==> src/design/ordered_list_engine_macros.svh <==
// Assertion macros of the ordered list engine; olst_ctrl is the module that uses them.
// Depends on nothing; included by the files that carry assertions.
`ifndef ORDERED_LIST_ENGINE_MACROS_SVH
`define ORDERED_LIST_ENGINE_MACROS_SVH

// Checks that a condition holds at every clock edge outside reset.
`define OLST_ASSERT_ALWAYS(label, clk, rst, cond) \
   label: assert property (@(posedge clk) disable iff (rst) (cond)) \
      else $error("ordered list engine: invariant violated");

// Checks that a condition in one cycle implies another in the next cycle.
`define OLST_ASSERT_NEXT(label, clk, rst, ante, cons) \
   label: assert property (@(posedge clk) disable iff (rst) (ante) |=> (cons)) \
      else $error("ordered list engine: sequence violated");

`endif

==> src/design/olst_pkg.sv <==
// Shared constants and types of the ordered list engine.
// Depends on nothing; imported by every module of the block.
package olst_pkg;

   localparam int OLST_DEPTH = 64;

   localparam logic [2:0] CMD_INSERT_AT   = 3'd0;
   localparam logic [2:0] CMD_INSERT_LAST = 3'd1;
   localparam logic [2:0] CMD_DELETE_AT   = 3'd2;
   localparam logic [2:0] CMD_DELETE_LAST = 3'd3;
   localparam logic [2:0] CMD_SEARCH      = 3'd4;
   localparam logic [2:0] CMD_CLEAR       = 3'd5;

   localparam logic [1:0] STATUS_OK      = 2'd0;
   localparam logic [1:0] STATUS_RANGE   = 2'd1;
   localparam logic [1:0] STATUS_FULL    = 2'd2;
   localparam logic [1:0] STATUS_MISSING = 2'd3;

   typedef struct packed {
      logic               valid;
      logic [1:0]         status;
      logic signed [31:0] removed_value;
      logic [5:0]         found_index;
      logic [6:0]         entry_count;
   } olst_result_type;

endpackage

==> src/design/olst_mem.sv <==
// Entry storage of the ordered list engine: one write port, one registered read port.
// Depends on olst_pkg.
module olst_mem
   import olst_pkg::*;
#(
   parameter int DEPTH = OLST_DEPTH,
   parameter int AW    = $clog2(DEPTH)
) (
   input  logic                clock,
   input  logic                wr_en,
   input  logic [AW-1:0]       wr_addr,
   input  logic signed [31:0]  wr_data,
   input  logic                rd_en,
   input  logic [AW-1:0]       rd_addr,
   output logic signed [31:0]  rd_data
);

   logic signed [31:0] entries [DEPTH];
   logic signed [31:0] rd_data_ff;

   always_ff @(posedge clock) begin
      if (wr_en) begin
         entries[wr_addr] <= wr_data;
      end
      if (rd_en) begin
         rd_data_ff <= entries[rd_addr];
      end
   end

   assign rd_data = rd_data_ff;

endmodule

==> src/design/olst_ctrl.sv <==
// Command sequencer of the ordered list engine: shifts, searches and counts entries
// one memory access at a time. Depends on olst_pkg and the assertion macro header.
`include "ordered_list_engine_macros.svh"

module olst_ctrl
   import olst_pkg::*;
#(
   parameter int DEPTH = OLST_DEPTH,
   parameter int AW    = $clog2(DEPTH)
) (
   input  logic                clock,
   input  logic                reset,
   input  logic                start,
   output logic                busy,
   input  logic [2:0]          req_command,
   input  logic signed [31:0]  req_value,
   input  logic [7:0]          req_position,
   output logic                mem_wr_en,
   output logic [AW-1:0]       mem_wr_addr,
   output logic signed [31:0]  mem_wr_data,
   output logic                mem_rd_en,
   output logic [AW-1:0]       mem_rd_addr,
   input  logic signed [31:0]  mem_rd_data,
   output olst_result_type     result
);

   localparam int CW = $clog2(DEPTH + 1);
   localparam int LW = (CW > 8) ? CW : 8;

   typedef enum logic [9:0] {
      ST_IDLE     = 10'b0000000001,
      ST_INS      = 10'b0000000010,
      ST_INS_WR   = 10'b0000000100,
      ST_DEL_RD   = 10'b0000001000,
      ST_DEL_CAP  = 10'b0000010000,
      ST_DEL      = 10'b0000100000,
      ST_DEL_WR   = 10'b0001000000,
      ST_SRCH     = 10'b0010000000,
      ST_SRCH_CMP = 10'b0100000000,
      ST_DONE     = 10'b1000000000
   } state_type;

   state_type          state_ff, state_in;
   logic [CW-1:0]      count_ff, count_in;
   logic [CW-1:0]      idx_ff, idx_in;
   logic [CW-1:0]      pos_ff, pos_in;
   logic signed [31:0] value_ff, value_in;
   logic signed [31:0] removed_ff, removed_in;
   logic [1:0]         status_ff, status_in;
   logic [5:0]         found_ff, found_in;
   logic [CW-1:0]      wr_idx;
   logic [CW-1:0]      rd_idx;
   logic [LW-1:0]      req_pos_ext;
   logic [LW-1:0]      count_ext;
   logic               full;

   assign req_pos_ext = LW'(req_position);
   assign count_ext   = LW'(count_ff);
   assign full        = (count_ff == CW'(DEPTH));

   always_comb begin
      state_in   = state_ff;
      count_in   = count_ff;
      idx_in     = idx_ff;
      pos_in     = pos_ff;
      value_in   = value_ff;
      removed_in = removed_ff;
      status_in  = status_ff;
      found_in   = found_ff;
      mem_wr_en  = 1'b0;
      mem_rd_en  = 1'b0;
      wr_idx     = idx_ff;
      rd_idx     = idx_ff;
      mem_wr_data = mem_rd_data;
      case (state_ff)
         ST_IDLE: begin
            if (start) begin
               value_in   = req_value;
               status_in  = STATUS_OK;
               removed_in = '0;
               found_in   = '0;
               state_in   = ST_DONE;
               case (req_command)
                  CMD_INSERT_AT: begin
                     if (req_pos_ext > count_ext) begin
                        status_in = STATUS_RANGE;
                     end else if (full) begin
                        status_in = STATUS_FULL;
                     end else begin
                        pos_in   = CW'(req_position);
                        idx_in   = count_ff;
                        state_in = ST_INS;
                     end
                  end
                  CMD_INSERT_LAST: begin
                     if (full) begin
                        status_in = STATUS_FULL;
                     end else begin
                        pos_in   = count_ff;
                        idx_in   = count_ff;
                        state_in = ST_INS;
                     end
                  end
                  CMD_DELETE_AT: begin
                     if (req_pos_ext >= count_ext) begin
                        status_in = STATUS_RANGE;
                     end else begin
                        pos_in   = CW'(req_position);
                        state_in = ST_DEL_RD;
                     end
                  end
                  CMD_DELETE_LAST: begin
                     if (count_ff == '0) begin
                        status_in = STATUS_RANGE;
                     end else begin
                        pos_in   = count_ff - CW'(1);
                        state_in = ST_DEL_RD;
                     end
                  end
                  CMD_SEARCH: begin
                     idx_in   = '0;
                     state_in = ST_SRCH;
                  end
                  CMD_CLEAR: begin
                     count_in = '0;
                  end
                  default: begin
                     status_in = STATUS_RANGE;
                  end
               endcase
            end
         end
         ST_INS: begin
            if (idx_ff > pos_ff) begin
               mem_rd_en = 1'b1;
               rd_idx    = idx_ff - CW'(1);
               state_in  = ST_INS_WR;
            end else begin
               mem_wr_en   = 1'b1;
               wr_idx      = pos_ff;
               mem_wr_data = value_ff;
               count_in    = count_ff + CW'(1);
               state_in    = ST_DONE;
            end
         end
         ST_INS_WR: begin
            mem_wr_en = 1'b1;
            wr_idx    = idx_ff;
            idx_in    = idx_ff - CW'(1);
            state_in  = ST_INS;
         end
         ST_DEL_RD: begin
            mem_rd_en = 1'b1;
            rd_idx    = pos_ff;
            state_in  = ST_DEL_CAP;
         end
         ST_DEL_CAP: begin
            removed_in = mem_rd_data;
            idx_in     = pos_ff;
            state_in   = ST_DEL;
         end
         ST_DEL: begin
            if ((idx_ff + CW'(1)) < count_ff) begin
               mem_rd_en = 1'b1;
               rd_idx    = idx_ff + CW'(1);
               state_in  = ST_DEL_WR;
            end else begin
               count_in = count_ff - CW'(1);
               state_in = ST_DONE;
            end
         end
         ST_DEL_WR: begin
            mem_wr_en = 1'b1;
            wr_idx    = idx_ff;
            idx_in    = idx_ff + CW'(1);
            state_in  = ST_DEL;
         end
         ST_SRCH: begin
            if (idx_ff < count_ff) begin
               mem_rd_en = 1'b1;
               rd_idx    = idx_ff;
               state_in  = ST_SRCH_CMP;
            end else begin
               status_in = STATUS_MISSING;
               found_in  = '0;
               state_in  = ST_DONE;
            end
         end
         ST_SRCH_CMP: begin
            if (mem_rd_data == value_ff) begin
               found_in = 6'(idx_ff);
               state_in = ST_DONE;
            end else begin
               idx_in   = idx_ff + CW'(1);
               state_in = ST_SRCH;
            end
         end
         ST_DONE: begin
            state_in = ST_IDLE;
         end
         default: begin
            state_in = ST_IDLE;
         end
      endcase
   end

   always_ff @(posedge clock) begin
      if (reset) begin
         state_ff <= ST_IDLE;
         count_ff <= '0;
      end else begin
         state_ff <= state_in;
         count_ff <= count_in;
      end
   end

   always_ff @(posedge clock) begin
      idx_ff     <= idx_in;
      pos_ff     <= pos_in;
      value_ff   <= value_in;
      removed_ff <= removed_in;
      status_ff  <= status_in;
      found_ff   <= found_in;
   end

   assign mem_wr_addr = wr_idx[AW-1:0];
   assign mem_rd_addr = rd_idx[AW-1:0];
   assign busy        = (state_ff != ST_IDLE);

   assign result.valid         = (state_ff == ST_DONE);
   assign result.status        = status_ff;
   assign result.removed_value = removed_ff;
   assign result.found_index   = found_ff;
   assign result.entry_count   = 7'(count_ff);

   `OLST_ASSERT_ALWAYS(a_count_bound, clock, reset, count_ff <= CW'(DEPTH))
   `OLST_ASSERT_ALWAYS(a_write_bound, clock, reset, !mem_wr_en || (wr_idx < CW'(DEPTH)))
   `OLST_ASSERT_NEXT(a_accept_busy, clock, reset, start && !busy, busy)
   `OLST_ASSERT_NEXT(a_done_single, clock, reset, result.valid, !result.valid && !busy)

endmodule

==> src/design/ordered_list_engine.sv <==
// Ordered list engine: keeps an ordered list of up to DEPTH signed 32-bit values and
// runs insert, append, delete, search and clear commands on it, one at a time. A command is
// transferred when start is high and busy is low; busy stays high while it runs. A rejected
// command or a clear goes straight to the result. An insert at position p moves the entries
// from the end down to p up by one place and then writes the value at p; a delete at position
// p captures the entry at p and moves each later entry down by one place; a search compares
// the entries from index 0 on until it finds the value or runs past the last entry. Every
// entry moved or compared takes a read and then a write or compare, since the entry memory
// returns read data in the cycle after the address, from a registered read port.
// The result is shown for exactly one cycle with rsp_strobe high, in the cycle in which busy
// falls; the receiver cannot stall it, so it must take every transfer in that cycle. The next
// command may be transferred in the same cycle as the result strobe.
// Depends on olst_pkg, olst_ctrl and olst_mem.
module ordered_list_engine
   import olst_pkg::*;
#(
   parameter int DEPTH = OLST_DEPTH
) (
   input  logic               clock,
   input  logic               reset,
   input  logic               start,
   output logic               busy,
   input  logic [2:0]         req_command,
   input  logic signed [31:0] req_value,
   input  logic [7:0]         req_position,
   output logic               rsp_strobe,
   output logic [1:0]         rsp_status,
   output logic signed [31:0] rsp_removed_value,
   output logic [5:0]         rsp_found_index,
   output logic [6:0]         rsp_entry_count
);

   localparam int AW = $clog2(DEPTH);

   logic               mem_wr_en;
   logic [AW-1:0]      mem_wr_addr;
   logic signed [31:0] mem_wr_data;
   logic               mem_rd_en;
   logic [AW-1:0]      mem_rd_addr;
   logic signed [31:0] mem_rd_data;
   olst_result_type    result;

   logic               strobe_ff;
   logic [1:0]         status_ff;
   logic signed [31:0] removed_ff;
   logic [5:0]         found_ff;
   logic [6:0]         count_ff;

   olst_ctrl #(
      .DEPTH(DEPTH),
      .AW   (AW)
   ) u_ctrl (
      .clock       (clock),
      .reset       (reset),
      .start       (start),
      .busy        (busy),
      .req_command (req_command),
      .req_value   (req_value),
      .req_position(req_position),
      .mem_wr_en   (mem_wr_en),
      .mem_wr_addr (mem_wr_addr),
      .mem_wr_data (mem_wr_data),
      .mem_rd_en   (mem_rd_en),
      .mem_rd_addr (mem_rd_addr),
      .mem_rd_data (mem_rd_data),
      .result      (result)
   );

   olst_mem #(
      .DEPTH(DEPTH),
      .AW   (AW)
   ) u_mem (
      .clock  (clock),
      .wr_en  (mem_wr_en),
      .wr_addr(mem_wr_addr),
      .wr_data(mem_wr_data),
      .rd_en  (mem_rd_en),
      .rd_addr(mem_rd_addr),
      .rd_data(mem_rd_data)
   );

   always_ff @(posedge clock) begin
      if (reset) begin
         strobe_ff <= 1'b0;
      end else begin
         strobe_ff <= result.valid;
      end
   end

   always_ff @(posedge clock) begin
      if (result.valid) begin
         status_ff  <= result.status;
         removed_ff <= result.removed_value;
         found_ff   <= result.found_index;
         count_ff   <= result.entry_count;
      end
   end

   assign rsp_strobe        = strobe_ff;
   assign rsp_status        = status_ff;
   assign rsp_removed_value = removed_ff;
   assign rsp_found_index   = found_ff;
   assign rsp_entry_count   = count_ff;

endmodule
==> config.mk <==
export PLATFORM = sky130hd
export DESIGN_NAME = ordered_list_engine
export DESIGN_NICKNAME = d
export VERILOG_FILES = /design/src/design/olst_pkg.sv /design/src/design/olst_mem.sv /design/src/design/olst_ctrl.sv /design/src/design/ordered_list_engine.sv
export VERILOG_INCLUDE_DIRS = /design/src /design/src/design
export SDC_FILE = /design/constraint.sdc
export NUM_CORES = 2
export LEC_CHECK = 0
export ABC_AREA = 1
export BUFFER_PORTS_ARGS = -buffer_cell sky130_fd_sc_hd__buf_2
export CORE_MARGIN = 3
export CORE_UTILIZATION = 50
export CTS_CLUSTER_DIAMETER = 150
export DETAILED_ROUTE_END_ITERATION = 10
export PLACE_DENSITY = 0.71
export SLEW_MARGIN = 15
export SYNTH_ARGS = -nofsm -noshare
export SYNTH_HDL_FRONTEND = slang
export SYNTH_SLANG_ARGS = --single-unit
==> constraint.sdc <==
create_clock -name clock -period 8.6 [get_ports clock]
set_clock_uncertainty 0.15 [all_clocks]
set_input_delay 1.72 -clock clock [delete_from_list [all_inputs] [get_ports clock]]
set_output_delay 1.72 -clock clock [all_outputs]
set_load 0.05 [all_outputs]
==> flow_summary.yaml <==
critical_path:
  critical_path_class: "reg2reg"
  cp_cell_sequence: "nand3_1, nor3_1, xor2_1, inv_1, ha_1, nand2_1, inv_1, a21oi_1, nand3_1, nand2_1, nand2_8, nand3_4, buf_4, nand2_1, nand3_1, nand3_1, nand3_1, nand3_1, nand3_1, nand2_1"
  cp_slowest_cell: "nand3_4"
  critical_path_required_ns: 9.06
  crit_top_cell: "nand3_1"
  endpoint_kind: "flop"
  rr_startpoint: "u_ctrl.idx_ff[2]"
  start_kind: "flop"
  critPathLaunch: "u_ctrl.idx_ff[2]"
  crit_family: "simple AND/OR/NAND/NOR gates"
  path_buf_inv: 3
  worstPathArrival_ns: 6.80
  cpPeakStageDelay_ns: 0.87
  critPathMaxFanout: 94
floorplan:
  die_x_um: 456
  core-area_um2: 200000
  rows: 164
  floorplan.initialDensity_pct: 50.5
  dieArea_um2: 208000
  pin_count: 95
  die_h_um: 456
pwr:
  leakagePower_uw: 0.0457
  power_switching_uw: 7150
  internal-power_uw: 18300
  ir_drop_mv: 0.238
  p_seq_share_pct: 47.3
  power.density_nw_per_um2: 229
  combinationalPowerShare_pct: 16.0
  clkPwrFrac_pct: 36.8
  power_uw: 25500
  p_sw_share_pct: 28.0
sta:
  fin_crit_ns: 6.34
  tightest_slew_ns: 1.25
  hold_viol_final: 0
  fin_crit_sh_pct: 73.7
  whs_ns: 0.265
  max_freq_mhz: 158
  finalSetupViolCount: 0
  fin_setup_tns_ns: 0
  max_slew_margin_pct: 17.0
  rsz0062_at_grt: "false"
  maxSlewViolCount: 0
placement:
  port_buffers: 94
  gp_congestion: 0.861
  place_area_um2: 104000
  place_hpwl_mm: 153
global_routing:
  grt_max_degree: 218
  grt_pass1_wl_mm: 435
  grt_pass1_vias: 70300
  grt_overflow_total: 0
  antenna_found_initial: 3
  track_usage_pct: 27.2
synth:
  synth.net_count: 9756
  synthTopCellsByCount: "edfxtp_1 (2213), inv_1 (2107), nand3_1 (1953), nand2_1 (1263), nand4_1 (971)"
  syn_area_um2: 101000
  async_reset_ff_share_pct: 0
  synth.distinct_cells: 47
  syn_avg_cell_area_um2: 10.4
  synth_top_area_share_pct: 65.8
  synth_top_flop_cell: "edfxtp_1"
  ys_top_cells_by_area: "edfxtp_1 (66%), nand3_1 (9.7%), inv_1 (7.8%)"
  yosys_warnings: 0
  syn_inst: 9679
  synth-edff-count: 2213
  yosysMostFrequentCell: "edfxtp_1"
  ys_ff_latch: 2231
  synth_area_leader_cell: "edfxtp_1"
  yosysSeqAreaShare_pct: 66.1
clock_tree:
  htreeDepth: 4
  cts_buffer_depth: 3
  cts_tree: "done"
  postCtsSetupBuffers: 0
  clk_latency_ns: 0.87
  clk_pin_slew_worst_paths_ns: 0.06
  holdBufCountCts: 0
  clock-sinks: 2231
  clockRootBuffer: "clkbuf_16"
  ctsResizeCount: 0
  cts_inserted_buffers: 216
finish:
  ff_latch_area_um2: 66800
  multi_input_area_um2: 24300
  fill_cells: 16300
  nets: 9578
  final_layout_size_suffix_gt1_share_pct: 7.27
  area_growth_pct: 10.2
  fin_area_um2: 111000
worst_hold_path:
  hp-class: "reg2reg"
  hp-start: "u_ctrl.removed_ff[3]"
detailed_routing:
  wire_per_inst_um: 23.5
  ant_nets: 0
  viasPerCell: 5.99
  drt_iter0_drc: 11000
  vias: 74000
  dr.pass1.iters: 6
  wirelength_mm: 290
  remaining_drc_errors: 0
run_status:
  status: "completed"
job:
  cap_violations: 0
layer usage:
| metal | routed length [um] | up-vias | track usage, % |
|---|---|---|---|
| li1 | - | 32700 | - |
| met1 | 111000 | 35700 | 36.9 |
| met2 | 133000 | 4873 | 42.7 |
| met3 | 35600 | 701 | 6.37 |
| met4 | 10500 | 2 | 10.7 |
| met5 | 13 | - | 0 |
power groups by stage:
stage	registers (uW)	logic (uW)	clock network [uW]
after floorplan	12300	2670	0
final	12000	4070	9370
after CTS	12000	3970	9450
after global routing	12100	4390	9890
after global placement	12300	3880	0
after detailed placement	12300	3950	0
layout make-up:
class	count	share of cell area, %
clock inverter	136	1.17
tap	2656	2.98
clock buffer	260	5.06
timing repair buffer	270	1.83
sequential	2231	60.0
inverter	2121	7.17
antenna	2	0.00449
multi-input combinational	4661	21.8
registers in the layout, indices dropped and copies added, names as in the netlist, 2 cells and up:
register and count:
u_mem.entries 2048, rsp_removed_value 32, u_ctrl.removed_ff 32, u_ctrl.value_ff 32, u_mem.rd_data 32, u_ctrl.state_ff 10
rsp_entry_count 7, u_ctrl.count_ff 7, u_ctrl.idx_ff 7, u_ctrl.pos_ff 7, rsp_found_index 6, u_ctrl.found_ff 6
rsp_status 2, u_ctrl.status_ff 2
metrics by stage:
stage          std cells  setup slack (ns)  utilization (%)
6_report           12300              2.26             55.6
3_3_place_gp       11900              2.49             52.2
5_1_grt            12300              1.84             55.6
4_1_cts            12300              2.40             55.6
3_5_place_dp       11900              2.40             52.2
2_1_floorplan       9679              3.45                -
worst register-to-register path, stage by stage (launching register included):
cell      delay (ns)
edfxtp_1        0.63
nand3_1         0.18
nor3_1          0.21
xor2_1          0.22
inv_1           0.09
ha_1            0.28
nand2_1         0.08
inv_1           0.04
a21oi_1         0.26
nand3_1         0.23
nand2_1         0.23
nand2_8         0.45
nand3_4         0.93
buf_4           0.73
nand2_1         0.22
nand3_1         0.10
nand3_1         0.14
nand3_1         0.16
nand3_1         0.22
nand3_1         0.45
nand2_1         0.09
path summary, 6_finish.rpt:
path,to,slack [ns],cells past startpoint
worst max-delay path,u_mem.rd_data[3],2.26,20
worst min-delay path,rsp_removed_value[3],0.26,0
worst max register to register,u_mem.rd_data[3],2.26,20
worst min register to register,rsp_removed_value[3],0.26,0
cell usage in the layout (no fill, tap or decap), drive strengths merged, types with 4 or more instances in the layout:
master and instances:
nand4 972, bufinv 21, o2111ai 6, edfxtp 2213, o22ai 10, clkinvlp 4
nor4 8, inv 2121, dfxtp 18, nor3 23, clkinv 111, nor2 171
a21oi 21, o211ai 6, ha 31, a211oi 6, nand2 1268, o21ai 118
xor2 11, buf 270, clkbuf 260, nand3 1958, xnor2 22, o221ai 11
cells by family after synthesis:
family | Yosys count | synth area share, %
AO/OA/AOI/OAI | 194 | 1.11
XOR/XNOR | 33 | 0.286
adder cells (fa/ha/maj) | 31 | 0.384
buffers and inverters | 2787 | 10.8
flip-flops | 2231 | 66.1
AND/OR/NAND/NOR | 4403 | 21.3
Note: power is estimated with default switching activity, not from simulation.
